## src/hdl/ifa_pkg.sv

```systemverilog
// Package: shared types and constants for the id-filtered average block.
package ifa_pkg;

  localparam int unsigned DataW   = 32;
  localparam int unsigned QDepth  = 2;
  localparam int unsigned QPtrW   = $clog2(QDepth);
  localparam int unsigned QCntW   = $clog2(QDepth + 1);
  localparam int unsigned StepW   = $clog2(DataW);

  typedef struct packed {
    logic [DataW-1:0] sum;
    logic [DataW-1:0] count;
  } job_t;

  typedef struct packed {
    logic valid;
    logic ready;
  } hs_t;

endpackage

```

## src/hdl/ifa_front.sv

```systemverilog
// Front end: accepts entry beats, filters by target id, accumulates, queues a job per data set.
module ifa_front
  import ifa_pkg::*;
(
  input  logic             clk,
  input  logic             rst_n,
  input  logic             cfg_valid,
  input  logic [DataW-1:0] cfg_target_id,
  input  logic             in_valid,
  output logic             in_ready,
  input  logic [DataW-1:0] in_entry_id,
  input  logic [DataW-1:0] in_entry_value,
  input  logic             in_last_entry,
  output hs_t              push_hs,
  input  logic             push_ready,
  output job_t             push_job
);

  logic [DataW-1:0] target_r, target_nxt;
  logic [DataW-1:0] sum_r, sum_nxt;
  logic [DataW-1:0] count_r, count_nxt;
  logic [DataW-1:0] sum_upd, count_upd;
  logic             hit, accept;

  assign in_ready = push_ready;
  assign accept   = in_valid && in_ready;
  assign hit      = (in_entry_id == target_r);

  always_comb begin
    sum_upd   = hit ? sum_r + in_entry_value : sum_r;
    count_upd = hit ? count_r + DataW'(1) : count_r;
  end

  assign push_hs.valid = accept && in_last_entry;
  assign push_hs.ready = push_ready;
  assign push_job.sum   = sum_upd;
  assign push_job.count = count_upd;

  always_comb begin
    target_nxt = cfg_valid ? cfg_target_id : target_r;
    sum_nxt    = sum_r;
    count_nxt  = count_r;
    if (accept) begin
      sum_nxt   = in_last_entry ? '0 : sum_upd;
      count_nxt = in_last_entry ? '0 : count_upd;
    end
  end

  always_ff @(posedge clk) begin
    if (!rst_n) begin
      target_r <= '0;
      sum_r    <= '0;
      count_r  <= '0;
    end else begin
      target_r <= target_nxt;
      sum_r    <= sum_nxt;
      count_r  <= count_nxt;
    end
  end

endmodule

```

## src/hdl/ifa_queue.sv

```systemverilog
// Short job queue between the accumulating front end and the divider.
module ifa_queue
  import ifa_pkg::*;
(
  input  logic clk,
  input  logic rst_n,
  input  hs_t  push_hs,
  input  job_t push_job,
  output logic push_ready,
  output logic pop_valid,
  input  logic pop_ready,
  output job_t pop_job
);

  job_t             mem_r [QDepth];
  logic [QPtrW-1:0] wr_r, wr_nxt, rd_r, rd_nxt;
  logic [QCntW-1:0] cnt_r, cnt_nxt;
  logic             do_push, do_pop;

  assign push_ready = (cnt_r != QCntW'(QDepth));
  assign pop_valid  = (cnt_r != '0);
  assign pop_job    = mem_r[rd_r];
  assign do_push    = push_hs.valid && push_hs.ready;
  assign do_pop     = pop_valid && pop_ready;

  always_comb begin
    wr_nxt  = do_push ? ((wr_r == QPtrW'(QDepth - 1)) ? '0 : wr_r + QPtrW'(1)) : wr_r;
    rd_nxt  = do_pop  ? ((rd_r == QPtrW'(QDepth - 1)) ? '0 : rd_r + QPtrW'(1)) : rd_r;
    cnt_nxt = cnt_r;
    if (do_push && !do_pop) begin
      cnt_nxt = cnt_r + QCntW'(1);
    end else if (do_pop && !do_push) begin
      cnt_nxt = cnt_r - QCntW'(1);
    end
  end

  always_ff @(posedge clk) begin
    if (do_push) begin
      mem_r[wr_r] <= push_job;
    end
  end

  always_ff @(posedge clk) begin
    if (!rst_n) begin
      wr_r  <= '0;
      rd_r  <= '0;
      cnt_r <= '0;
    end else begin
      wr_r  <= wr_nxt;
      rd_r  <= rd_nxt;
      cnt_r <= cnt_nxt;
    end
  end

endmodule

```

## src/hdl/ifa_back.sv

```systemverilog
// Back end: radix-2 restoring divider and output register for the average.
module ifa_back
  import ifa_pkg::*;
(
  input  logic             clk,
  input  logic             rst_n,
  input  logic             pop_valid,
  output logic             pop_ready,
  input  job_t             pop_job,
  output logic             out_valid,
  input  logic             out_ready,
  output logic [DataW-1:0] out_average
);

  typedef enum logic [2:0] {
    S_IDLE = 3'b001,
    S_DIV  = 3'b010,
    S_DONE = 3'b100
  } state_t;

  state_t           state_r, state_nxt;
  logic [DataW-1:0] rem_r, rem_nxt;
  logic [DataW-1:0] quo_r, quo_nxt;
  logic [DataW-1:0] div_r, div_nxt;
  logic [StepW-1:0] step_r, step_nxt;
  logic             ovld_r, ovld_nxt;
  logic [DataW-1:0] oavg_r, oavg_nxt;
  logic [DataW:0]   trial, diff;
  logic             out_free;

  assign out_free    = !ovld_r || out_ready;
  assign out_valid   = ovld_r;
  assign out_average = oavg_r;
  assign pop_ready   = (state_r == S_IDLE);

  assign trial = {rem_r, quo_r[DataW-1]};
  assign diff  = trial - {1'b0, div_r};

  always_comb begin
    state_nxt = state_r;
    rem_nxt   = rem_r;
    quo_nxt   = quo_r;
    div_nxt   = div_r;
    step_nxt  = step_r;
    ovld_nxt  = ovld_r && !out_ready;
    oavg_nxt  = oavg_r;
    unique case (state_r)
      S_IDLE: begin
        if (pop_valid) begin
          rem_nxt  = '0;
          quo_nxt  = (pop_job.count == '0) ? '0 : pop_job.sum;
          div_nxt  = pop_job.count;
          step_nxt = '0;
          state_nxt = (pop_job.count == '0) ? S_DONE : S_DIV;
        end
      end
      S_DIV: begin
        // one quotient bit a cycle, MSB first
        if (!diff[DataW]) begin
          rem_nxt = diff[DataW-1:0];
          quo_nxt = {quo_r[DataW-2:0], 1'b1};
        end else begin
          rem_nxt = trial[DataW-1:0];
          quo_nxt = {quo_r[DataW-2:0], 1'b0};
        end
        step_nxt = step_r + StepW'(1);
        if (step_r == StepW'(DataW - 1)) begin
          state_nxt = S_DONE;
        end
      end
      S_DONE: begin
        if (out_free) begin
          ovld_nxt  = 1'b1;
          oavg_nxt  = quo_r;
          state_nxt = S_IDLE;
        end
      end
      default: state_nxt = S_IDLE;
    endcase
  end

  always_ff @(posedge clk) begin
    rem_r  <= rem_nxt;
    quo_r  <= quo_nxt;
    div_r  <= div_nxt;
    step_r <= step_nxt;
    oavg_r <= oavg_nxt;
  end

  always_ff @(posedge clk) begin
    if (!rst_n) begin
      state_r <= S_IDLE;
      ovld_r  <= 1'b0;
    end else begin
      state_r <= state_nxt;
      ovld_r  <= ovld_nxt;
    end
  end

endmodule

```

## src/hdl/id_filtered_average.sv

```systemverilog
// Top level: id-filtered running average over data sets of (id, value) entries.
//
// Channels: in_* carries one entry per beat (id, value, last flag); out_*
// carries one average per data set; cfg_* writes the 32-bit target id and is
// always ready. Write the target id only while the block is idle.
// Entries are taken one per cycle while the job queue has room. An entry whose id equals the target adds
// its value to a 32-bit wrapping sum and bumps a match count. The beat with
// in_last_entry set closes the set: sum and count go into a two-deep job
// queue and the accumulators clear in the same cycle, so the next set can
// start right away.
// The back end divides with a restoring divider, one quotient bit per cycle,
// and registers each set's average (0 when nothing matched). The divider
// sets the rate for closing beats: it takes the next job from the queue
// only once the last result is in the output register; plain beats keep
// flowing at one per cycle until the queue fills.
// Reset (rst_n low, synchronous) clears the target id, accumulators, queue
// and the output valid flag. If the receiver stalls, the result holds in the
// output register, the divider holds its finished quotient, and in_ready
// drops once the queue is full.
module id_filtered_average
  import ifa_pkg::*;
(
  input  logic             clk,
  input  logic             rst_n,
  input  logic             cfg_valid,
  output logic             cfg_ready,
  input  logic [DataW-1:0] cfg_target_id,
  input  logic             in_valid,
  output logic             in_ready,
  input  logic [DataW-1:0] in_entry_id,
  input  logic [DataW-1:0] in_entry_value,
  input  logic             in_last_entry,
  output logic             out_valid,
  input  logic             out_ready,
  output logic [DataW-1:0] out_average
);

  hs_t  push_hs;
  job_t push_job, pop_job;
  logic push_ready, pop_valid, pop_ready;

  assign cfg_ready = 1'b1;

  ifa_front u_front (
    .clk            (clk),
    .rst_n          (rst_n),
    .cfg_valid      (cfg_valid),
    .cfg_target_id  (cfg_target_id),
    .in_valid       (in_valid),
    .in_ready       (in_ready),
    .in_entry_id    (in_entry_id),
    .in_entry_value (in_entry_value),
    .in_last_entry  (in_last_entry),
    .push_hs        (push_hs),
    .push_ready     (push_ready),
    .push_job       (push_job)
  );

  ifa_queue u_queue (
    .clk        (clk),
    .rst_n      (rst_n),
    .push_hs    (push_hs),
    .push_job   (push_job),
    .push_ready (push_ready),
    .pop_valid  (pop_valid),
    .pop_ready  (pop_ready),
    .pop_job    (pop_job)
  );

  ifa_back u_back (
    .clk         (clk),
    .rst_n       (rst_n),
    .pop_valid   (pop_valid),
    .pop_ready   (pop_ready),
    .pop_job     (pop_job),
    .out_valid   (out_valid),
    .out_ready   (out_ready),
    .out_average (out_average)
  );

endmodule

```

## config.mk

```make
export PLATFORM = sky130hd
export DESIGN_NAME = id_filtered_average
export DESIGN_NICKNAME = d
export VERILOG_FILES = /design/src/hdl/ifa_pkg.sv /design/src/hdl/ifa_front.sv /design/src/hdl/ifa_queue.sv /design/src/hdl/ifa_back.sv /design/src/hdl/id_filtered_average.sv
export SDC_FILE = /design/constraint.sdc
export NUM_CORES = 1
export LEC_CHECK = 0
export ABC_CLOCK_PERIOD_IN_PS = 10010
export BUFFER_PORTS_ARGS = -buffer_cell sky130_fd_sc_hd__buf_2
export CORE_MARGIN = 1.5
export CORE_UTILIZATION = 44
export CTS_CLUSTER_DIAMETER = 80
export DETAILED_ROUTE_END_ITERATION = 10
export PLACE_DENSITY_LB_ADDON = 0.05
export SYNTH_ARGS = -nofsm -noshare
export SYNTH_HDL_FRONTEND = slang
export SYNTH_SLANG_ARGS = --single-unit
```

## constraint.sdc

```tcl
create_clock -name clk -period 10.01 [get_ports clk]
set_input_delay 2.002 -clock clk [delete_from_list [all_inputs] [get_ports clk]]
set_output_delay 2.002 -clock clk [all_outputs]
set_load 0.01 [all_outputs]
```

---- Word-level counts from Yosys, hierarchy flattened ----
Memories as Yosys holds them, arrays and structs flattened. A register that Yosys moved wholly into a read port is not among the register bits.
Index checks and enable logic that the tools add are counted.
storage, ports and cells
  memory bits (writable) .................. 128
  bits in registers ....................... 237
  input port bits ......................... 102
  memory bits (read-only) ................. 0
  memories ................................ 1
  output and inout bits ................... 35
  bits in latches ......................... 0
  word-level logic and storage cells ...... 79
memories
  name           words  width  read ports  clocked after memory_dff  write ports  RTL line         RTL
  u_queue.mem_r  2      64     1           1                         1            ifa_queue.sv:15  job_t mem_r [QDepth];
cells by class
  muxes and demuxes ....................... 28
  div/mod/pow operators ................... 0
  $lt $le $gt $ge ......................... 0
  $add $sub $neg .......................... 8
  equal/unequal tests ..................... 9
  reductions and logical operators ........ 20
  multipliers ............................. 0
  bitwise gates (word level) .............. 0
  shifts and indexed selects .............. 0
operator list
  operator                                               count
  two-way mux 32 bit                                     8
  case mux 32 bit (2 select lines)                       2
  subtractor 33 x 32 -> 33 bit                           1
  adder 32 x 1 -> 32 bit, second input constant          1
  adder 32 bit                                           1
  equality test 32 bit                                   1
  zero test 32 bit                                       1
  two-way mux 3 bit                                      4
  case mux 5 bit (2 select lines)                        1
  two-way mux 1 bit                                      9
  case mux 3 bit (3 select lines)                        1
  logical AND 1 bit                                      7
  inequality test 2 x 1 -> 1 bit, second input constant  3
  AND reduction 2 bit                                    3
  nonzero test 2 bit                                     3
  adder 5 x 1 -> 5 bit, second input constant            1
  equality test 5 bit, second input constant             1
  two-way mux 5 bit                                      1
  zero test 1 bit                                        4
  two-way mux 2 bit                                      2
  equality test 3 x 1 -> 1 bit, second input constant    1
  equality test 3 x 2 -> 1 bit, second input constant    1
  equality test 3 bit, second input constant             1
  AND reduction 3 bit                                    1
  5 further kinds                                        6

---- Depth between registers and ports, before layout ----
Gate-level depths: netlist (run 1).
  word-level depth ........................ 8
  depth in mapped cells ................... 14

---- Hierarchy ----
From an unflattened synthesis (run 1), not the netlist that was laid out.
second synthesis, totals
  cells, all modules ...................... 1686
  area, all modules ....................... 18855.6 um^2
by module, submodules not included
  module               area each (um^2)  times used  cells an instance
  ifa_back             7085.5            1           629
  ifa_front            6895.4            1           832
  ifa_queue            4863.4            1           223
  id_filtered_average  11.3              1           2

---- Least setup slack after synthesis (run 1) ----
No wires, ideal clock.
  kind .................................... input to register
  start ................................... input in_last_entry
  end ..................................... memory u_queue.mem_r[0][0] in the netlist's numbering, enable pin
  arrival time ............................ 5341 ps
  required time ........................... 9524 ps
  library setup time ...................... 486 ps
  path slack .............................. 4182 ps
  buffers on the path ..................... 2
  stages on the path ...................... 4
  cells stage by stage .................... clkbuf_1 buf_1 nand2_1 nor2_1
between the ends
  cells in the longest elaborated chain, start to end .. 4
RTL lines
  element                                  RTL line                   RTL
  from (decl)                              id_filtered_average.sv:32  input logic in_last_entry,
  logical AND 1 bit                        ifa_front.sv:34            assign push_hs.valid = accept && in_last_entry;
  logical AND 1 bit                        ifa_queue.sv:23            assign do_push = push_hs.valid && push_hs.ready;
  two-way mux 1 bit                        ifa_queue.sv:38            if (do_push) begin
  two-way mux 1 bit (implied by the code)  ifa_queue.sv:39            mem_r[wr_r] <= push_job;
  to (decl)                                ifa_queue.sv:15
No other way between the ends.

==> flow_summary.toml, run 1 <==
[route]
drt_iter0_drc = 819
dr.pass1.iters = 6
ant_nets = 0
drc_errors = 0
post_drt_wl_per_cell_um = 18.38
vias_per_cell = 5.401
vias = 12660
drt-total-wl_um = 43090

[setup_path]
end_kind = "register"
crit_type = "in2reg"
crit_cells = 12
start_kind = "input port"
slowest_stage = "a2111o_1"
crit_family = "compound AO/OA/AOI/OAI gates"
crit_required_ns = 10.30
worst-path-buf-inv = 1
r2r_cells = 13
crit_chain = "buf_2 -> ha_1 -> fa_1 -> a21o_1 -> a21oi_1 -> o21ai_1 -> a2111o_1 -> a41oi_2 -> o221a_2 -> o21ai_0 -> xnor2_1 -> mux2i_1"
critPathMaxFanout = 3
crit_arrival_ns = 4.93
worst_path_largest_cell_delay_ns = 0.47

[floorplan]
rows = 75
die_w_um = 210.2
io_pins = 137
fp.dieH_um = 210.2
start_util_pct = 44.84
core-area_um2 = 42130
dieArea_um2 = 44190

[synthesis]
yosys_warnings = 0
yosysUniqueCellTypes = 87
synth_top_area_cell = "edfxtp_1"
synth_edf_count = 261
ys_async_sr_fraction_pct = 0
avgSynthCellArea_um2 = 11.33
synthTopCellsByCount = "edfxtp_1 (261), dfxtp_1 (105), a21oi_1 (97)"
syn_inst = 1668
yosys_most_used_dff = "edfxtp_1"
syn_nets = 1839
synth_seq_area_share_pct = 52.61
syn_area_um2 = 18890
synth_top_area_share_pct = 41.49
ys_seq_elements = 366
ys_top_cells_by_area = "edfxtp_1 (41%), dfxtp_1 (11%), ha_1 (4.4%), mux2i_1 (4.0%), mux2_2 (3.3%)"
yosys.cell_count.top_type = "edfxtp_1"

[sta]
skew_ns = 0.01377
max_freq_mhz = 215.2
worst_pin_slew_ns = 1.163
finalSetupViolations = 0
period_needed_ns = 4.646
maxSlewViolCount = 0
relSlewSlack_pct = 22.27
rsz0062_at_grt = "false"
setup_tns_ns = 0
hold_violations = 0
period_share_pct = 46.42

[global_routing]
grt_pass1_vias = 12120
grt_max_degree = 78
grt_usage_pct = 19.70
antenna_found_initial = 0
overflow = 0
grt_pass1_wl_um = 68580

[clock_tree]
clk_latency_ns = 0.57
clk_path_buf_depth = 3
clock_sinks = 366
cts_hold_buf = 0
cts_tree = "done"
cts_inserted_buffers = 42
htreeDepth = 2
cts_setup_buffers = 0
post_cts_resized = 0
clk_pin_slew_ns = 0.06
ctsRootBufferMaster = "clkbuf_16"

[run_status]
status = "completed"

[final_layout]
layout-drive-gt1-share_pct = 16.84
diodes = 0
fin_nets = 1944
area_growth_syn_to_layout_pct = 12.98

[pwr]
power_density_nw_per_um2 = 256.4
power.total_mw = 5.472
leakagePower_nw = 8.219
ir_worst_vdd_mv = 0.1244

[placed_design]
dp_hpwl_um = 29420
numPortBuffers = 135
place_congestion = 0.8569

[min_path]
hold_class = "reg2reg"
hold_path_depth = 0

[run]
cap_violations = 0
[routing by layer]
layer  routed length, um  vias up  global-route usage [%]
met5                   0        -                       0
met4                 955        0                   5.557
met3                2271       64                   3.710
met2               17030      275                   26.64
met1               22840     5927                   31.50
li1                    -     6394                       -
[cells in the final DEF (no fill, tap or decap), types with 12 or more instances in the layout]
| master | Yosys | final |
|---|---|---|
| a22oi_1 | 31 | 31 |
| a21o_1 | 31 | 31 |
| and3_1 | 18 | 17 |
| a31oi_1 | 12 | 12 |
| a21boi_0 | 14 | 14 |
| nand3_1 | 56 | 56 |
| a21oi_1 | 97 | 97 |
| xnor2_1 | 65 | 65 |
| xor2_1 | 58 | 58 |
| mux2_2 | 55 | 55 |
| or3_1 | 17 | 17 |
| a22o_1 | 33 | 33 |
| inv_1 | 58 | 58 |
| nor3_1 | 18 | 17 |
| mux2i_1 | 76 | 76 |
| and2_1 | 20 | 20 |
| buf_4 | 5 | 13 |
| buf_2 | 11 | 135 |
| clkbuf_16 | 0 | 42 |
| o21ai_0 | 87 | 87 |
| nor4_1 | 23 | 23 |
| edfxtp_1 | 261 | 261 |
| nand2_1 | 69 | 67 |
| nor2b_1 | 75 | 74 |
| dfxtp_1 | 105 | 104 |
| ha_1 | 67 | 67 |
| nor2_1 | 86 | 84 |
[sequential cells by signal (all words and copies together) (netlist names), 32 cells and up, named ones only]
register / flops
u_queue.mem_r: 128
u_back.div_r: 32
u_back.out_average: 32
u_back.quo_r: 32
u_back.rem_r: 32
u_front.count_r: 32
u_front.sum_r: 32
u_front.target_r: 32
[worst paths after layout]
kind | start | to | slack (ns)
worst max-delay path | in_entry_value[0] | u_queue.mem_r[1][62]$_DFFE_PP_ | 5.36
worst max register to register | u_back.quo_r[31]$_DFFE_PP_ | u_back.rem_r[27]$_SDFFCE_PN0P_ | 6.14
worst min-delay path | u_back.quo_r[13]$_DFFE_PP_ | u_back.out_average[13]$_DFFE_PP_ | 0.46
worst min register to register | u_back.quo_r[13]$_DFFE_PP_ | u_back.out_average[13]$_DFFE_PP_ | 0.46
[worst reg2reg max path, delay by kind of cell, from the launching register on]
| kind | cells | cell delay (ns) |
|---|---|---|
| AND/OR/NAND/NOR | 4 | 0.60 |
| flip-flops | 1 | 0.43 |
| AO/OA/AOI/OAI | 5 | 1.59 |
| adder cells (fa/ha/maj) | 2 | 0.61 |
| buffers and inverters | 2 | 0.45 |
[where the power goes]
group,internal [mW],switching [mW]
combinational,0.707,1.15
clock,0.873,0.637
sequential,1.97,0.137
total,3.55,1.92
[through the flow]
step / util [%] / hold WS [ns] / cell area (um^2) / worst slack (ns) / cells
after floorplan: - / 0.4268 / 18890 / 4.182 / 1668
after global placement: 47.43 / 0.4403 / 19990 / 4.802 / 2268
after detailed placement: 47.43 / 0.4429 / 19990 / 4.738 / 2268
after CTS: 50.66 / 0.4577 / 21340 / 5.336 / 2344
after global routing: 50.66 / 0.4722 / 21340 / 5.105 / 2344
final: 50.66 / 0.4571 / 21340 / 5.364 / 2344
[cell type report]
class,instances,area [um^2]
fill,3753,20790
tap,539,674.4
clock buffer,52,1109
clock inverter,24,250.2
sequential,366,9941
timing repair buffer,148,773.2
multi-input combinational,1157,8379
inverter,58,217.7
[cells by family after synthesis]
family / Yosys count / share of synthesized area (%)
AO/OA/AOI/OAI: 401 / 14.18
multiplexers: 132 / 7.385
adder cells (fa/ha/maj): 69 / 4.649
flip-flops: 366 / 52.61
XOR/XNOR: 123 / 5.702
other: 1 / 0.01985
AND/OR/NAND/NOR: 431 / 12.24
buffers and inverters: 145 / 3.212
Note: power is estimated with default switching activity, not from simulation.
==> inputs of run 2 (changes only) <==
Settings changed: ABC_CLOCK_PERIOD_IN_PS 10010 to 4100.
Clock period 10.01 ns to 4.1 ns, I/O delays scaled along.
==> run 2 against run 1 <==
- register-to-register slack worse by 5.5 ns
- cell count increased by 0.85%
- die area did not move
- combinational power rose by 150%
- sequential cell count did not move
- design area increased by 1.1%
- critical path depth is 1 higher
- via count grew 2.5%
- largest cell class unchanged
- clock skew up 0.0097 ns
- routed wire length rose by 2.6%
- count of clock-buffer cells in the layout decreased by 2
==> flow_summary.toml, run 2 (same netlist as run 1, synthesis figures left out) <==
[route]
drt_iter0_drc = 987
dr.pass1.iters = 5
vias = 12980
ant_nets = 0
post_drt_wl_per_cell_um = 18.69
drc_errors = 0
drt-total-wl_um = 44190
vias_per_cell = 5.489

[global_routing]
grt_pass1_wl_um = 69790
overflow = 0
grt_usage_pct = 20.11
grt_max_degree = 70
grt_pass1_vias = 12320
antenna_found_initial = 1

[placed_design]
place_congestion = 0.8898
dp_hpwl_um = 30420
numPortBuffers = 135
placed_cell_area_um2 = 20150

[min_path]
hold_class = "reg2reg"
hold_path_depth = 0

[clock_tree]
clock_sinks = 366
clk_path_buf_depth = 3
clk_pin_slew_ns = 0.06
ctsRootBufferMaster = "clkbuf_16"
post_cts_resized = 0
htreeDepth = 2
clk_latency_ns = 0.58
cts_hold_buf = 0
cts_setup_buffers = 0
cts_inserted_buffers = 42
cts_tree = "done"

[setup_path]
crit_arrival_ns = 3.85
start_kind = "register"
crit_required_ns = 4.45
crit_type = "reg2reg"
slowest_stage = "fa_1"
crit_cells = 13
critPathMaxFanout = 7
crit_chain = "ha_1 -> fa_1 -> nor2b_1 -> o211ai_1 -> a21oi_2 -> nor2_1 -> o31ai_4 -> nand2_1 -> a211oi_2 -> buf_4 -> buf_4 -> nor3_1 -> a211oi_1"
crit_family = "compound AO/OA/AOI/OAI gates"
worst_path_largest_cell_delay_ns = 0.42
worst-path-buf-inv = 2
end_kind = "register"
r2r_cells = 13
cp_common_cell = "buf_4"

[sta]
relSlewSlack_pct = 21.84
setup_tns_ns = 0
period_needed_ns = 3.506
rsz0062_at_grt = "false"
skew_ns = 0.02346
maxSlewViolCount = 0
finalSetupViolations = 0
worst_pin_slew_ns = 1.171
max_freq_mhz = 285.2
hold_violations = 0
period_share_pct = 85.51
timing.hold.ws_ns = 0.4607

[pwr]
power.total_mw = 13.68
leakagePower_nw = 8.323
ir_worst_vdd_mv = 0.3601
power_density_nw_per_um2 = 633.6

[floorplan]
core-area_um2 = 42130
start_util_pct = 44.84
dieArea_um2 = 44190
rows = 75
io_pins = 137
fp.dieH_um = 210.2
die_w_um = 210.2

[final_layout]
final_common_cell = "edfxtp_1"
regMostFlops = "u_queue.mem_r"
area_growth_syn_to_layout_pct = 14.27
fin_nets = 1962
layout-drive-gt1-share_pct = 17.86
mostFrequentLayoutCells = "edfxtp_1 (261), buf_2 (135), dfxtp_1 (104)"
largest_reg_flops = 128
diodes = 0
finalInstanceArea_um2 = 21590
fin_util_pct = 51.23

[run]
cap_violations = 0

[run_status]
status = "completed"
run 2: metal layers:
metal	up-vias	global-route usage [%]	wire length, um	share of wire (%)
li1	6423	-	-	-
met1	6208	31.56	23240	53
met2	278	28.16	18040	41
met3	65	2.965	1965	4.4
met4	2	6.475	930	2.1
met5	-	0	12	0.027
run 2: report_power, final:
group / switching, mW / internal (mW) / leakage, nW
sequential: 0.347 / 4.81 / 3.30
clock: 1.61 / 2.27 / 0.672
combinational: 2.84 / 1.80 / 4.35
total: 4.80 / 8.88 / 8.32
run 2: area by class of cell:
class	instances	area [um^2]
Fill cell	3747	20550
Sequential cell	366	9941
Multi-Input combinational cell	1157	8372
Clock buffer	50	1101
Timing Repair Buffer	166	945.9
Tap cell	539	674.4
Clock inverter	28	335.3
Inverter	58	217.7
run 2: path summary, 6_finish.rpt:
check	from	to	slack, ns
setup reg to reg	u_back.div_r[0]$_DFFE_PP_	u_back.rem_r[20]$_SDFFCE_PN0P_	0.59
hold reg to reg	u_back.quo_r[16]$_DFFE_PP_	u_back.out_average[16]$_DFFE_PP_	0.46
hold / removal	u_back.quo_r[16]$_DFFE_PP_	u_back.out_average[16]$_DFFE_PP_	0.46
setup / recovery	u_back.div_r[0]$_DFFE_PP_	u_back.rem_r[20]$_SDFFCE_PN0P_	0.59
run 2: per-stage QoR:
stage / std cells / setup WS (ns)
after floorplan: 1668 / 0.5223
after global placement: 2286 / 0.2740
after detailed placement: 2286 / 0.2340
after CTS: 2364 / 0.5900
after global routing: 2364 / 0.3603
final: 2364 / 0.5942
==> inputs of run 3 (changes only) <==
Settings changed: CTS_BUF_LIST from default to sky130_fd_sc_hd__clkbuf_16.
==> run 3 against run 2 <==
- register-to-register slack is essentially flat
- largest power group unchanged
- highest routed layer unchanged
- sequential cell count unchanged
- count of clock-buffer cells in the layout decreased by 8
- sequential share of layout area about the same
- design area about the same
- power is 0.34% lower
- clock skew increased by 0.0044 ns
==> flow_summary.toml, run 3 (same netlist as run 1, synthesis figures left out) <==
[run_status]
status = "completed"

[setup_path]
crit_family = "compound AO/OA/AOI/OAI gates"
crit_arrival_ns = 3.92
critPathMaxFanout = 19
crit_required_ns = 4.53
start_kind = "register"
slowest_stage = "a211o_1"
crit_type = "reg2reg"
cp_common_cell = "a211o_1"
end_kind = "register"
worst-path-buf-inv = 1
crit_chain = "ha_1 -> fa_1 -> nor2b_1 -> o211ai_1 -> a21oi_2 -> nor2_1 -> o31ai_4 -> nand2_1 -> a211o_1 -> buf_4 -> a211o_1 -> a21oi_1"
worst_path_largest_cell_delay_ns = 0.47

[sta]
maxSlewViolCount = 0
rsz0062_at_grt = "false"
period_share_pct = 85.26
worst_pin_slew_ns = 1.175
period_needed_ns = 3.496
timing.final.ws_setup_ns = 0.6043
timing.hold.ws_ns = 0.4653
relSlewSlack_pct = 21.55
max_freq_mhz = 286.1
hold_violations = 0
setup_tns_ns = 0
skew_ns = 0.02782
finalSetupViolations = 0

[floorplan]
fp.dieH_um = 210.2
io_pins = 137
die_w_um = 210.2
rows = 75
core-area_um2 = 42130
dieArea_um2 = 44190
start_util_pct = 44.84

[run]
cap_violations = 0

[clock_tree]
clk_latency_ns = 0.58
post_cts_resized = 0
clk_pin_slew_ns = 0.06
clk_path_buf_depth = 3
cts_inserted_buffers = 42
cts_setup_buffers = 0
htreeDepth = 2
cts_hold_buf = 0
clock_sinks = 366
ctsRootBufferMaster = "clkbuf_16"
cts_tree = "done"

[global_routing]
grt_max_degree = 70
overflow = 0
grt_pass1_wl_um = 69770
grt_pass1_vias = 12320
grt_usage_pct = 20.10
antenna_found_initial = 1

[placed_design]
numPortBuffers = 135
dp_hpwl_um = 30420
place_worst_setup_slack_ns = 0.2340
place_congestion = 0.8898

[pwr]
leakagePower_nw = 8.336
power_density_nw_per_um2 = 632.1
ir_worst_vdd_mv = 0.3597

[route]
vias_per_cell = 5.481
drc_errors = 0
drt-total-wl_um = 44300
dr.pass1.iters = 5
ant_nets = 0
drt_iter0_drc = 1001
post_drt_wl_per_cell_um = 18.74
vias = 12960

[final_layout]
mostFrequentLayoutCells = "edfxtp_1 (261), buf_2 (135), dfxtp_1 (104)"
fin_nets = 1962
area_growth_syn_to_layout_pct = 14.16
regMostFlops = "u_queue.mem_r"
n_fill_cell = 3749
layout-drive-gt1-share_pct = 17.75
largest_reg_flops = 128
final_common_cell = "edfxtp_1"
diodes = 0

[min_path]
hold_class = "reg2reg"
-- run 3: cell types whose count changed in the layout (fill, tap and decap cells not counted), sizes merged --
cell / previous run / this run
clkbuf: 50 / 42
clkinv: 9 / 11
inv: 62 / 68
-- run 3: final cells by class --
cell class                 count  area, um^2  share of cell area (%)
sequential                   366        9941                   46.09
multi-input combinational   1157        8372                   38.82
clock buffer                  42        1051                   4.873
timing repair buffer         166       945.9                   4.386
tap                          539       674.4                   3.127
clock inverter                36       365.4                   1.694
inverter                      58       217.7                   1.009
-- run 3: path summary, 6_finish.rpt --
kind	from	endpoint	slack [ns]	cells after the start
worst min register to register	u_back.quo_r[16]$_DFFE_PP_	u_back.out_average[16]$_DFFE_PP_	0.47	0
worst min-delay path	u_back.quo_r[16]$_DFFE_PP_	u_back.out_average[16]$_DFFE_PP_	0.47	0
worst max register to register	u_back.div_r[0]$_DFFE_PP_	u_back.rem_r[9]$_SDFFCE_PN0P_	0.60	12
worst max-delay path	u_back.div_r[0]$_DFFE_PP_	u_back.rem_r[9]$_SDFFCE_PN0P_	0.60	12
-- run 3: power breakdown --
group / internal, mW / switching [mW] / total [mW]
clock: 2.22 / 1.61 / 3.82
sequential: 4.81 / 0.349 / 5.15
combinational: 1.80 / 2.85 / 4.65
-- run 3: routing by layer --
layer  up-vias  share of wire, %  track usage, %
met5         -             0.027               0
met4         2               2.0           6.301
met3        62               4.7           3.024
met2       307                41           28.17
met1      6166                52           31.55
li1       6419                 -               -
-- run 3: stage by stage --
step / utilization (%) / power, mW / instances / area (um^2)
2_1_floorplan: - / 8.565 / 1668 / 18890
3_5_place_dp: 47.82 / 9.826 / 2286 / 20150
4_1_cts: 51.19 / 13.71 / 2364 / 21570
3_3_place_gp: 47.82 / 9.768 / 2286 / 20150
6_report: 51.19 / 13.63 / 2364 / 21570
5_1_grt: 51.19 / 14.45 / 2364 / 21570
